File: src/npr_pkg.sv
package npr_pkg;

  localparam int unsigned BYTE_W   = 8;
  localparam int unsigned COUNT_W  = 5;
  localparam int unsigned OUT_DATA_W = 152;

  localparam logic [COUNT_W-1:0] COUNT_MAX   = 5'd31;
  localparam logic [COUNT_W-1:0] HEADER_LEN  = 5'd4;
  localparam logic [COUNT_W-1:0] ADDRESS_LEN = 5'd12;
  localparam logic [COUNT_W-1:0] MAPPING_LEN = 5'd16;

  // byte positions where each captured word starts
  localparam logic [COUNT_W-1:0] POS_VERSION  = 5'd0;
  localparam logic [COUNT_W-1:0] POS_OPCODE   = 5'd1;
  localparam logic [COUNT_W-1:0] POS_EPOCH    = 5'd4;
  localparam logic [COUNT_W-1:0] POS_MIDDLE   = 5'd8;
  localparam logic [COUNT_W-1:0] POS_LIFETIME = 5'd12;

  localparam int unsigned RESP_BIT = 7;

  typedef enum logic [6:0] {
    OP_ADDRESS = 7'h00,
    OP_UDP     = 7'h01,
    OP_TCP     = 7'h02
  } opcode_t;

  typedef enum logic [2:0] {
    ERR_NONE         = 3'd0,
    ERR_TRUNCATED    = 3'd1,
    ERR_BAD_VERSION  = 3'd2,
    ERR_NOT_RESPONSE = 3'd3,
    ERR_BAD_OPCODE   = 3'd4
  } err_t;

  typedef enum logic [1:0] {
    KIND_NONE    = 2'd0,
    KIND_ADDRESS = 2'd1,
    KIND_MAPPING = 2'd2
  } kind_t;

  typedef enum logic [1:0] {
    PROTO_NONE = 2'd0,
    PROTO_UDP  = 2'd1,
    PROTO_TCP  = 2'd2
  } proto_t;

  typedef struct packed {
    logic        parse_ok;
    err_t        error_code;
    kind_t       msg_kind;
    proto_t      map_protocol;
    logic [15:0] result_code;
    logic [31:0] epoch_seconds;
    logic [31:0] external_address;
    logic [15:0] internal_port;
    logic [15:0] external_port;
    logic [31:0] mapping_lifetime;
  } answer_t;

endpackage

File: src/natpmp_response_parser.sv
// the result for the transaction carrying the last byte goes to the output register,
// or to the skid register while the output register is held; throughput: one byte
//   per cycle while in_tready is high, and the skid register holds one extra result
// reset: synchronous active-low rst_n clears the byte count, captured fields,
//   expected_version (to zero) and the valid flags of both output stages
module natpmp_response_parser (
  input  logic                            clk,
  input  logic                            rst_n,
  // configuration: expected_version
  input  logic                            cfg_valid,
  output logic                            cfg_ready,
  input  logic [7:0]                      cfg_data,
  // input stream
  input  logic                            in_tvalid,
  output logic                            in_tready,
  input  logic [7:0]                      in_tdata,   // [7:0] msg_byte
  input  logic                            in_tlast,   // last_byte
  // result stream
  output logic                            out_tvalid,
  input  logic                            out_tready,
  // from bit 0 up: parse_ok, error_code(3), map_protocol(2), result_code(16),
  // epoch_seconds(32), external_address(32), internal_port(16),
  // external_port(16), mapping_lifetime(32), zero fill(2)
  output logic [npr_pkg::OUT_DATA_W-1:0]  out_tdata,
  output logic [1:0]                      out_tuser   // msg_kind
);
  import npr_pkg::*;

  // configuration register
  logic [BYTE_W-1:0] exp_version_r;

  // capture state, one register per field of the message
  logic [COUNT_W-1:0] byte_count_r,    byte_count_nxt;
  logic               version_bad_r,   version_bad_nxt;
  logic [7:0]         opcode_byte_r,   opcode_byte_nxt;
  logic [15:0]        result_word_r,   result_word_nxt;
  logic [31:0]        epoch_word_r,    epoch_word_nxt;
  logic [31:0]        middle_word_r,   middle_word_nxt;
  logic [31:0]        lifetime_word_r, lifetime_word_nxt;

  // output register plus skid register
  answer_t out_data_r,  skid_data_r;
  logic    out_valid_r, skid_valid_r;

  logic    in_fire;
  logic    res_fire;
  answer_t res;
  logic [6:0] op;

  assign cfg_ready = 1'b1;
  // stall input only once the skid register is holding a result
  assign in_tready = !skid_valid_r;
  assign in_fire   = in_tvalid && in_tready;
  assign res_fire  = in_fire && in_tlast;

  always_ff @(posedge clk) begin
    if (!rst_n) begin
      exp_version_r <= '0;
    end else if (cfg_valid && cfg_ready) begin
      exp_version_r <= cfg_data;
    end
  end

  // capture the current byte at its position; big-endian words shift in
  always_comb begin
    byte_count_nxt    = byte_count_r;
    version_bad_nxt   = version_bad_r;
    opcode_byte_nxt   = opcode_byte_r;
    result_word_nxt   = result_word_r;
    epoch_word_nxt    = epoch_word_r;
    middle_word_nxt   = middle_word_r;
    lifetime_word_nxt = lifetime_word_r;
    if (byte_count_r != COUNT_MAX) begin
      byte_count_nxt = byte_count_r + 5'd1;
    end
    priority if (byte_count_r == POS_VERSION) begin
      version_bad_nxt = (in_tdata != exp_version_r);
    end else if (byte_count_r == POS_OPCODE) begin
      opcode_byte_nxt = in_tdata;
    end else if (byte_count_r < POS_EPOCH) begin
      result_word_nxt = {result_word_r[7:0], in_tdata};
    end else if (byte_count_r < POS_MIDDLE) begin
      epoch_word_nxt = {epoch_word_r[23:0], in_tdata};
    end else if (byte_count_r < POS_LIFETIME) begin
      middle_word_nxt = {middle_word_r[23:0], in_tdata};
    end else if (byte_count_r < MAPPING_LEN) begin
      lifetime_word_nxt = {lifetime_word_r[23:0], in_tdata};
    end else begin
      // bytes past the body are ignored
    end
  end

  always_ff @(posedge clk) begin
    if (!rst_n || res_fire) begin
      // the last byte closes the message, start clean for the next one
      byte_count_r    <= '0;
      version_bad_r   <= 1'b0;
      opcode_byte_r   <= '0;
      result_word_r   <= '0;
      epoch_word_r    <= '0;
      middle_word_r   <= '0;
      lifetime_word_r <= '0;
    end else if (in_fire) begin
      byte_count_r    <= byte_count_nxt;
      version_bad_r   <= version_bad_nxt;
      opcode_byte_r   <= opcode_byte_nxt;
      result_word_r   <= result_word_nxt;
      epoch_word_r    <= epoch_word_nxt;
      middle_word_r   <= middle_word_nxt;
      lifetime_word_r <= lifetime_word_nxt;
    end
  end

  // classify from the capture state including the last byte
  assign op = opcode_byte_nxt[6:0];

  always_comb begin
    res = '0;
    res.error_code = ERR_NONE;
    res.msg_kind = KIND_NONE;
    res.map_protocol = PROTO_NONE;
    priority if (byte_count_nxt < HEADER_LEN) begin
      res.error_code = ERR_TRUNCATED;
    end else if (version_bad_nxt) begin
      res.error_code = ERR_BAD_VERSION;
    end else if (!opcode_byte_nxt[RESP_BIT]) begin
      res.error_code = ERR_NOT_RESPONSE;
    end else begin
      res.result_code = result_word_nxt;
      priority if (op == OP_ADDRESS) begin
        if (byte_count_nxt < ADDRESS_LEN) begin
          res.error_code = ERR_TRUNCATED;
        end else begin
          res.parse_ok         = 1'b1;
          res.msg_kind         = KIND_ADDRESS;
          res.epoch_seconds    = epoch_word_nxt;
          res.external_address = middle_word_nxt;
        end
      end else if (op == OP_UDP || op == OP_TCP) begin
        if (byte_count_nxt < MAPPING_LEN) begin
          res.error_code = ERR_TRUNCATED;
        end else begin
          res.parse_ok         = 1'b1;
          res.msg_kind         = KIND_MAPPING;
          res.map_protocol     = (op == OP_UDP) ? PROTO_UDP : PROTO_TCP;
          res.epoch_seconds    = epoch_word_nxt;
          res.internal_port    = middle_word_nxt[31:16];
          res.external_port    = middle_word_nxt[15:0];
          res.mapping_lifetime = lifetime_word_nxt;
        end
      end else begin
        res.error_code = ERR_BAD_OPCODE;
      end
    end
  end

  // output stage: a result goes straight to the output register when it is
  // free or draining, otherwise it parks in the skid register
  always_ff @(posedge clk) begin
    if (!rst_n) begin
      out_valid_r  <= 1'b0;
      skid_valid_r <= 1'b0;
    end else if (skid_valid_r) begin
      if (out_tready) begin
        skid_valid_r <= 1'b0;
      end
    end else if (res_fire) begin
      if (!out_valid_r || out_tready) begin
        out_valid_r <= 1'b1;
      end else begin
        skid_valid_r <= 1'b1;
      end
    end else if (out_tready) begin
      out_valid_r <= 1'b0;
    end
  end

  always_ff @(posedge clk) begin
    if (skid_valid_r) begin
      if (out_tready) begin
        out_data_r <= skid_data_r;
      end
    end else if (res_fire) begin
      if (!out_valid_r || out_tready) begin
        out_data_r <= res;
      end else begin
        skid_data_r <= res;
      end
    end
  end

  assign out_tvalid = out_valid_r;
  assign out_tuser  = out_data_r.msg_kind;
  assign out_tdata  = {2'b00,
                       out_data_r.mapping_lifetime,
                       out_data_r.external_port,
                       out_data_r.internal_port,
                       out_data_r.external_address,
                       out_data_r.epoch_seconds,
                       out_data_r.result_code,
                       out_data_r.map_protocol,
                       out_data_r.error_code,
                       out_data_r.parse_ok};

endmodule
File: config.mk
export PLATFORM = sky130hd
export DESIGN_NAME = natpmp_response_parser
export DESIGN_NICKNAME = d
export VERILOG_FILES = /design/src/npr_pkg.sv /design/src/natpmp_response_parser.sv
export SDC_FILE = /design/constraint.sdc
export NUM_CORES = 1
export LEC_CHECK = 0
export ABC_AREA = 1
export BUFFER_PORTS_ARGS = -buffer_cell sky130_fd_sc_hd__buf_2
export CAP_MARGIN = 20
export CORE_UTILIZATION = 50
export DETAILED_ROUTE_END_ITERATION = 12
export GPL_TIMING_DRIVEN = 0
export PLACE_DENSITY = 0.67
export SYNTH_ARGS = -nofsm -noshare
export SYNTH_HDL_FRONTEND = slang
export SYNTH_SLANG_ARGS = --single-unit
File: constraint.sdc
create_clock -name clk -period 20.2 [get_ports clk]
set_input_delay 4.04 -clock clk [delete_from_list [all_inputs] [get_ports clk]]
set_output_delay 4.04 -clock clk [all_outputs]
set_load 0.03 [all_outputs]
==> run metrics <==
post-CTS setup buffer count=0; post-synth top area cell=edfxtp_1; Vias=15600; Worst setup startpoint=skid_valid_r; synth cell count leaders=nand2_1, inv_1, edfxtp_1; Hold Fails Final Rpt=0; fraction of layout cells with a size suffix above 1=0.144; GRT Util Overall=0.268; most frequent cell after synthesis=nand2_1; area grow syn2layout=16.4%; htree depth=2; R2R depth=9; clock sinks=440; Fill cells=3402; final setup TNS=0 ns; number of synthesized flops with an enable pin=slightly above 300; DP HPWL=roughly 37 mm; Bufs and invs on worst path=5; internal cell power=1520 µW; row count=72; Starting Density=0.507; crit path DAT=roughly 2.5 ns; Worst Slack Setup Final=roughly 14 ns; Syn Inst Count=2135; sequential element share of the synthesized area=0.607; Hold WC Path Type=reg -> reg; CTS root buf=clkbuf_16; Mapped Area=between 15000 and 20000 µm²; RSZ-0062 raised after global routing=no; Max Cap Viol=0; count of pins over their slew limit=0; Clk Latency, worst-skew pair=0.58 ns; LEAKAGE=about 0.010 µW; CP delay by family, top=buffers and inverters; outcome=finished, final reports clean; Sw Share=0.253; Via-to-Cell Ratio=roughly 5.3; Main synth FF type=edfxtp_1; Cell Area, Placed=21300 µm²; CP endpoint kind=primary output; Yosys warnings=0; Die X=200 µm; CTS resizes=0; Core Region=38600 µm²; sequential power share=0.492; max incr delay on CP=a little under 0.6 ns; Startpoint Class=flop; Final Cell Area=22700 µm²; largest cells by area after synthesis=edfxtp_1, dfxtp_1, nand2_1; post-synth cell types=37; NumNets Final=2392; Reg clk slew, reported paths=0.06 ns; FF-to-FF Start=skid_valid_r; Worst-Margin Slew=0.963 ns; drt drc=0; post-layout util=0.590; clock buffer depth=3; FMAX=between 150 and 200 MHz; wire per inst=18.0 µm; Async SR Flop Fraction=0; vias in the first global route=~15000; Hold Slack=around 0.5 ns; fin crit period=6.57 ns; CTS tree=done; Critical Path RT=approximately 16 ns; drt first-iter violations=1455; FF-to-FF setup slack=16.62 ns; I/O Buffers=174; top cell type's share of synthesized area=0.467; Cell Pwr Density=89.5 nW/µm²; initial antenna violation count=0; total grt overflow=0; R2R Path End=out_tdata[61]; largest net degree at the start of global routing=37; area of the multi-input gates=5810 µm²; CTS Buf Count=45; drt pass-1 iters=6; CP Class=reg -> out; CP max FO=10; Final period util=0.325; n_diodes=0; Final setup viols=0; Clock Power Share=0.408; WL final=52.6 mm; VDD IR max=0.0000613 V; Die H=200 µm; Net Sw Power=515 µW; Post-Route Skew=0.0276 ns; post-place setup slack=~13 ns; crit path to=in_tready; gpl congestion=0.907; Syn Area/Cell=approximately 9 µm²; crit-path cells=buf_2, inv_2, clkbuf_1, clkbuf_1, buf_2; ANT nets after route=0; I/O pins=about 180; Post-CTS Hold Fix Bufs=0; Die ar.=approximately 40000 µm²; Slew headroom=0.358; Sequential cell area=around 12000 µm²; #FFs+latches synth=440; Stages on worst setup path=5; first-pass GRT wire length=81.4 mm; critical path's slowest cell=clkbuf_1; combinational share of power=0.099
==> sequential cells by signal, summed over array words and instances, names as in the netlist <==
name,flops
byte_count_r,5
epoch_word_r,32
exp_version_r,8
lifetime_word_r,32
middle_word_r,32
opcode_byte_r,8
out_tdata,150
out_tuser,2
out_tvalid,1
result_word_r,16
skid_data_r,152
skid_valid_r,1
version_bad_r,1
==> layout make-up <==
type | instances | share of cell area
Timing Repair Buffer | 184 | 0.0471
Buffer | 144 | 0.0280
Tap cell | 518 | 0.0285
Clock inverter | 27 | 0.0119
Inverter | 335 | 0.0553
Clock buffer | 55 | 0.0521
Sequential cell | 440 | 0.521
Multi-Input combinational cell | 1217 | 0.256
==> placed cells by master, fill, tap and decap left out, types with 9 or more instances in the layout <==
master,synthesis,final
buf_2,32,206
nand2_1,438,438
nor3_1,14,14
clkbuf_16,0,46
dfxtp_1,136,136
buf_1,19,19
clkinv_2,0,11
clkinv_1,3,10
clkbuf_1,85,94
a21oi_1,128,127
nand3_1,9,9
edfxtp_1,304,304
buf_12,0,10
o211ai_1,45,45
inv_1,324,324
nor2_2,31,31
nor2_1,186,185
o21ai_0,191,191
nand4_1,139,139
==> power by group through the flow <==
| stage | logic (µW) | clock network [µW] | registers, µW |
|---|---|---|---|
| 2_1_floorplan | 106 | 0 | 1050 |
| 3_3_place_gp | 191 | 0 | 1030 |
| 3_5_place_dp | 199 | 0 | 1020 |
| 4_1_cts | 200 | 844 | 1000 |
| 5_1_grt | 221 | 874 | 1000 |
| 6_report | 202 | 831 | 1000 |
==> through the flow <==
stage / total power (µW) / instances
3_3_place_gp: 1220 / 2828
3_5_place_dp: 1220 / 2838
2_1_floorplan: 1160 / 2136
4_1_cts: 2050 / 2920
5_1_grt: 2100 / 2920
6_report: 2030 / 2920
==> how the worst min path moves through the flow <==
stage | startpoint | end | slack (ns) | cells after the start
6_report | result_word_r[4] | result_word_r[4] | 0.50 | 2
5_1_grt | result_word_r[13] | result_word_r[13] | 0.52 | 2
4_1_cts | result_word_r[4] | result_word_r[4] | 0.50 | 2
3_5_place_dp | result_word_r[4] | result_word_r[4] | 0.48 | 2
3_3_place_gp | result_word_r[7] | result_word_r[7] | 0.48 | 2
2_1_floorplan | lifetime_word_r[10] | lifetime_word_r[10] | 0.47 | 2
==> worst register-to-register path, delay by kind of cell (launching register included) <==
family	cells	cell delay [ns]
AO/OA/AOI/OAI	1	0.70
flip-flops	1	0.30
buffers and inverters	8	2.27
==> cells by family (layout without fill, tap and decap cells) <==
| kind of cell | count (synthesis) | count (layout) | synth area share |
|---|---|---|---|
| other | 2 | 3 | 0.000384 |
| buffers and inverters | 479 | 745 | 0.0970 |
| adder cells (fa/ha/maj) | 3 | 3 | 0.00192 |
| AO/OA/AOI/OAI | 371 | 371 | 0.102 |
| XOR/XNOR | 8 | 8 | 0.00359 |
| AND/OR/NAND/NOR | 832 | 832 | 0.188 |
| flip-flops | 440 | 440 | 0.607 |
==> metal layers <==
metal | part of all wire | global-route usage
met1 | 0.44 | 0.368
met2 | 0.46 | 0.429
met3 | 0.077 | 0.0449
met4 | 0.027 | 0.0922
met5 | 0 | 0
No activity file was read; power rests on OpenSTA's default activity.
